==> src/hdl/phsc_pkg.sv <==
// ----------------------------------------------------------------------------
// phsc_pkg
// shared types and constants of the prefix hash substring compare block
// ----------------------------------------------------------------------------
`timescale 1ns / 1ps

package phsc_pkg;

	localparam int VALUE_W  = 30;
	localparam int INDEX_W  = 10;
	localparam int SYMBOL_W = 8;
	localparam int OP_W     = 2;
	localparam int STATUS_W = 2;

	typedef logic [VALUE_W-1:0] value_t;

	localparam value_t HASH_MOD   = 30'd1000000007;
	localparam value_t BASE_RESET = 30'd29;
	localparam logic [SYMBOL_W-1:0] SYMBOL_OFFSET = 8'd96;

	// barrett factor floor(2^60 / modulus)
	localparam logic [63:0] BARRETT_MU_FULL = 64'h1000_0000_0000_0000 / 64'd1000000007;
	localparam logic [30:0] BARRETT_MU      = BARRETT_MU_FULL[30:0];

	localparam logic [OP_W-1:0] OP_APPEND = 2'd0;
	localparam logic [OP_W-1:0] OP_QUERY  = 2'd1;
	localparam logic [OP_W-1:0] OP_CLEAR  = 2'd2;

	localparam logic [STATUS_W-1:0] STATUS_OK        = 2'd0;
	localparam logic [STATUS_W-1:0] STATUS_BAD_RANGE = 2'd1;
	localparam logic [STATUS_W-1:0] STATUS_FULL      = 2'd2;

	typedef struct packed {
		logic pre_rd;
		logic pre_wr;
		logic pwr_rd;
		logic pwr_wr;
	} store_ctl_t;

endpackage

==> src/hdl/phsc_modmul.sv <==
// ----------------------------------------------------------------------------
// phsc_modmul
// pipelined 30 x 30 bit multiply reduced modulo 1000000007 (barrett),
// six register stages, one new operand pair per cycle
// ----------------------------------------------------------------------------
`timescale 1ns / 1ps

module phsc_modmul (
	input  logic            clk,
	input  logic            arst_n,
	input  logic            in_valid,
	input  phsc_pkg::value_t in_a,
	input  phsc_pkg::value_t in_b,
	output logic            out_valid,
	output phsc_pkg::value_t out_value
);

	localparam logic [31:0] MOD1 = {2'b00, phsc_pkg::HASH_MOD};
	localparam logic [31:0] MOD2 = {1'b0, phsc_pkg::HASH_MOD, 1'b0};
	localparam logic [31:0] MOD3 = MOD1 + MOD2;

	logic v_s0, v_s1, v_s2, v_s3, v_s4, v_s5;

	phsc_pkg::value_t a_s0, b_s0;
	logic [59:0] prod_s1;
	logic [61:0] q2_s2;
	logic [31:0] plow_s2, plow_s3;
	logic [31:0] qm_s3;
	logic [31:0] rem_s4;
	phsc_pkg::value_t out_s5;

	logic [60:0] qm_full;
	logic [31:0] rem_fix;

	always_ff @(posedge clk or negedge arst_n) begin
		if (!arst_n) begin
			v_s0 <= 1'b0;
			v_s1 <= 1'b0;
			v_s2 <= 1'b0;
			v_s3 <= 1'b0;
			v_s4 <= 1'b0;
			v_s5 <= 1'b0;
		end else begin
			v_s0 <= in_valid;
			v_s1 <= v_s0;
			v_s2 <= v_s1;
			v_s3 <= v_s2;
			v_s4 <= v_s3;
			v_s5 <= v_s4;
		end
	end

	assign qm_full = q2_s2[61:31] * phsc_pkg::HASH_MOD;

	always_comb begin
		if (rem_s4 >= MOD2) begin
			rem_fix = rem_s4 - MOD2;
		end else if (rem_s4 >= MOD1) begin
			rem_fix = rem_s4 - MOD1;
		end else begin
			rem_fix = rem_s4;
		end
	end

	always_ff @(posedge clk) begin
		a_s0    <= in_a;
		b_s0    <= in_b;
		prod_s1 <= a_s0 * b_s0;
		q2_s2   <= prod_s1[59:29] * phsc_pkg::BARRETT_MU;
		plow_s2 <= prod_s1[31:0];
		qm_s3   <= qm_full[31:0];
		plow_s3 <= plow_s2;
		rem_s4  <= plow_s3 - qm_s3;
		out_s5  <= rem_fix[29:0];
	end

	assign out_valid = v_s5;
	assign out_value = out_s5;

	a_rem_range: assert property (@(posedge clk) disable iff (!arst_n)
		v_s4 |-> (rem_s4 < MOD3))
		else $error("barrett remainder out of range");

	a_out_reduced: assert property (@(posedge clk) disable iff (!arst_n)
		out_valid |-> (out_value < phsc_pkg::HASH_MOD))
		else $error("modular product not reduced");

endmodule

==> config.mk <==
export PLATFORM = sky130hd
export DESIGN_NAME = phsc_modmul
export DESIGN_NICKNAME = d
export VERILOG_FILES = /design/src/hdl/phsc_pkg.sv /design/src/hdl/phsc_modmul.sv
export SDC_FILE = /design/constraint.sdc
export NUM_CORES = 2
export LEC_CHECK = 0
export ABC_AREA = 0
export BUFFER_PORTS_ARGS = -buffer_cell sky130_fd_sc_hd__buf_4
export CORE_UTILIZATION = 40
export CTS_CLUSTER_SIZE = 25
export DETAILED_ROUTE_END_ITERATION = 8
export GPL_TIMING_DRIVEN = 0
export PLACE_DENSITY = 0.58
export SLEW_MARGIN = 20
export SYNTH_ARGS = -nofsm -noshare
export SYNTH_HDL_FRONTEND = slang
export SYNTH_SLANG_ARGS = --single-unit
==> constraint.sdc <==
create_clock -name clk -period 9.19 [get_ports clk]
set_input_delay 1.3785 -clock clk [delete_from_list [all_inputs] [get_ports clk]]
set_output_delay 1.3785 -clock clk [all_outputs]
set_load 0.005 [all_outputs]
Yosys cells after proc, flatten, opt, wreduce, memory -nomap -nowiden. Index checks and enable logic that the tools add are counted.

Logic and storage cells: 25. Input port bits: 63. Flip-flop bits (word level): 343.

Add/sub/neg operators: 3. Multiplexer cells: 2. Multiply operators: 3. Order comparisons: 2.

Operators with widths (number): $mul 30x30->60 (1); $mux 30 (2); $sub 30x30->30 const B (2); $mul 31x28->59 const B (1); $ge 32x30->1 const B (1); $ge 32x31->1 const B (1); $mul 31x30->32 const B (1); $sub 32x32->32 (1).

Depth between registers and ports, before layout.
Depth after elaboration: 3. Depth in mapped cells: 28. Gate-level depth less buffers: 26.

Worst setup path before layout. OpenSTA, ideal clock, no wires.

Kind: register -> register. Start point: reg b_s0[7]. End point: reg prod_s1[59]. Clock period less this slack: 7164 ps. Path slack: 2026 ps. Data required time: 9054 ps. Data arrival time: 7029 ps. Path buffers: 1. Cell stages (with the launch flop): 26. Cell sequence: dfxtp_1 > clkbuf_1 > and2_1 > fa_1 > fa_1 > inv_1 > fa_1 > fa_1 > fa_1 > inv_1 > fa_1 > fa_1 > inv_1 > fa_1 > inv_1 > ha_1 > nand2_1 > o41ai_1 > a31o_2 > a2111oi_0 > o2bb2ai_1 > o41ai_2 > a21o_1 > a31oi_1 > nor2_1 > a211oi_1.

Word-level cells in the longest chain between the ends: 1.

Ends and longest elaborated chain: from (decl) (RTL line phsc_modmul.sv:24) `phsc_pkg::value_t a_s0, b_s0;`; from (signal assigned) (RTL line phsc_modmul.sv:67) `b_s0 <= in_b;`; $mul 30x30->60 (RTL line phsc_modmul.sv:68) `prod_s1 <= a_s0 * b_s0;`; to (signal assigned) (RTL line phsc_modmul.sv:68); to (decl) (RTL line phsc_modmul.sv:25) `logic [59:0] prod_s1;`.

Every way passes these cells.

Worst setup path in the final report.
Start point: reg b_s0[4]. End point: reg prod_s1[59].

The elaborated chain is that of the path after synthesis.

==> key figures <==
Setup path
  – WP data arrival: 9420 ps
  – Worst path slowest cell: clkbuf_1
  – WP data required: 9710 ps
  – Crit path max fanout: 10
  – Buffers plus inverters on the worst setup path: 6
  – CP max stage delay: 860 ps
  – Worst path most repeated cell: fa_1
  – CP endpoint kind: flop
  – Startpoint types: flop
  – Worst Setup Path Type: reg2reg
  – Critical path's top delay family: adder cells

Logic synthesis
  – Yosys top cell by area: fa_1
  – EDFF count, synth: 0
  – Syn Nets: 8108
  – Synth Register Bits: 315
  – Top cells by area, synth: fa_1 42%, ha_1 17%, dfxtp_1 11%, inv_1 9.5%, and2_1 5.7%
  – Ys flop type: dfxtp_1
  – Yosys top cell area share: 41.67%
  – Synth async-reset ratio: 1.905%
  – Synthesized area: 58800 um2
  – Yosys cell types: 77
  – Avg Inst Size Synth: 9.759 um2
  – Mapped Cells: 6025
  – Register area share after synthesis: 10.78%
  – Yosys warns: 0

Finish
  – Final core occ: 43.44%
  – Final #Nets: 8243
  – Area Growth Syn to Fin: 7.671%
  – Most common cell after layout, fill and taps aside: inv_1
  – Most frequent cells in the layout: 1483 x inv_1, 1224 x fa_1, 796 x ha_1
  – Share of post-route cells with drive strength above 1: 3.054%

Floorplan
  – Core box area: 145700 um2
  – Die Area: 148500 um2
  – Row count: 140
  – Die Wd: 385.4 um
  – Initial Util: 40.35%
  – Ports: 94
  – Die Height: 385.4 um

Job
  – Maxcap violations: 0

Global route
  – Grt ovf: 0
  – First-pass GRT wire length: 264.9 mm
  – Largest net degree at the start of global routing: 15
  – Initial antenna violation count: 5
  – Vias in the first global route: 43610
  – Total GRT Usage: 23.95%

CTS
  – H-tree Lvls: 2
  – Clock sink total: 315
  – CTS buffer count: 39
  – CTS Hold Bufs: 0
  – Worst-case clock buffer depth: 3
  – TritonCTS clock tree: yes
  – Post-CTS Setup Bufs: 0
  – Worst-Skew Late Latency: 630 ps
  – CTS root buffer: clkbuf_16
  – Worst-path clk slew: 60 ps
  – Post-cts sizing count: 0

Place
  – HPWL Detailed: 143.0 mm
  – GPL Wtd Cong: 0.9512
  – Port Buf Inserts: 93

Timing
  – Final slew viol count: 0
  – Worst slew margin: 12.83%
  – Measured slew at the worst slew-check pin: 1308 ps
  – Final setup TNS: 0 ps
  – Final min period: 8907 ps
  – Final setup fails: 0
  – Post-Route Skew: 34.48 ps
  – Unrepaired setup endpoints after global routing: no
  – Hold slack: 324.3 ps
  – Final Cycle Share: 96.93%
  – Final hold violation count: 0
  – Max Freq: 0.1123 GHz

Run status
  – Status: finished, final reports clean

Drt
  – Antenna viol nets, final: 0
  – DR iter-0 viols: 2633
  – Avg WL per Cell: 21.23 um
  – Drt total wl: 172.2 mm
  – Vias/cell: 5.025
  – Vias: 40750
  – Drt pass-1 iters: 5
  – DRC: 0

Worst hold path
  – Hold WC Path Type: reg2reg
[final timing paths]
check | from | endpoint | slack, ps | cells after the start
max | b_s0[4] | prod_s1[59] | 280 | 25
min | prod_s1[4] | plow_s2[4] | 320 | 0
max in group asynchronous | arst_n | out_valid | 8530 | 1
max reg2reg | b_s0[4] | prod_s1[59] | 280 | 25
min reg2reg | prod_s1[4] | plow_s2[4] | 320 | 0
min in group asynchronous | arst_n | v_s4 | 550 | 1
[cell type report]
type | count | area [um2]
multi-input combinational | 4016 | 46080
timing repair buffer | 94 | 709.4
inverter | 1483 | 5567
clock inverter | 20 | 312.8
clock buffer | 50 | 1077
fill | 14270 | 82430
sequential | 315 | 6336
tap | 1917 | 2399
buffer | 211 | 814.5
antenna | 4 | 10.01
[cells by family after synthesis]
family          share of synthesized area (%)
mux                                   0.05107
flops                                   10.78
xor+xnor                                2.771
compound gates                          5.441
buf+inv                                 10.85
fa+ha+maj                               58.61
simple gates                            11.50
[registers in the layout, summed over array words and instances, names as in the netlist, 30 cells and up]
register   cells
b_s0          30
plow_s2       32
plow_s3       32
q2_s2         31
out_value     30
rem_s4        32
qm_s3         32
a_s0          30
prod_s1       60
[per-stage QoR]
stage	std cells	setup slack (ps)	area [um2]
after floorplan	6025	2026	58800
after global placement	8035	433.9	61900
after detailed placement	8035	458.1	61900
after CTS	8105	375.2	63290
after global routing	8106	31.86	63300
final	8110	282.6	63310
[Yosys cell counts (5+ instances only)]
cell type	instances
a2111oi_0	5
a211oi_1	16
a21o_1	86
a21oi_1	151
a221oi_1	10
a31o_2	6
a31oi_1	19
a41oi_1	5
and2_1	539
and3_1	13
and4_1	9
clkbuf_1	203
dfrtp_1	6
dfxtp_1	309
fa_1	1224
ha_1	796
inv_1	1483
nand2_1	475
nand2b_1	16
nand3_1	48
nand4_1	16
nor2_1	98
nor2b_1	23
nor3_1	41
nor4_1	13
o211ai_1	15
o21a_1	17
o21ai_0	67
o21ai_1	19
o21bai_1	16
or3_1	6
or4_1	5
xnor2_1	125
xor2_1	61
[worst register-to-register path: stages, from the launching register on]
cell       delay (ps)
dfxtp_1           360
clkbuf_1          860
and2_1            280
fa_1              460
fa_1              520
fa_1              520
inv_1              50
fa_1              470
inv_1              50
fa_1              480
fa_1              500
fa_1              540
inv_1              70
fa_1              520
inv_1              60
ha_1              280
clkbuf_1          290
nand2_1           160
o41ai_1           340
a31o_2            210
a2111oi_0          80
o2bb2ai_1         240
o41ai_2           690
a21o_1            330
a31oi_1           190
a211oi_1          240
[routing by layer]
metal  GRT usage (%)  up-vias  share of wire, %
met5               0        -             0.016
met4           8.366        4               3.9
met3           4.486      322               7.3
met2           37.93     1367                45
met1           32.76    20600                44
li1                -    18460                 -
Power is left out: the tool's default activity adds up to more than one toggle a clock period on the data nets, which glitch-free logic cannot reach.
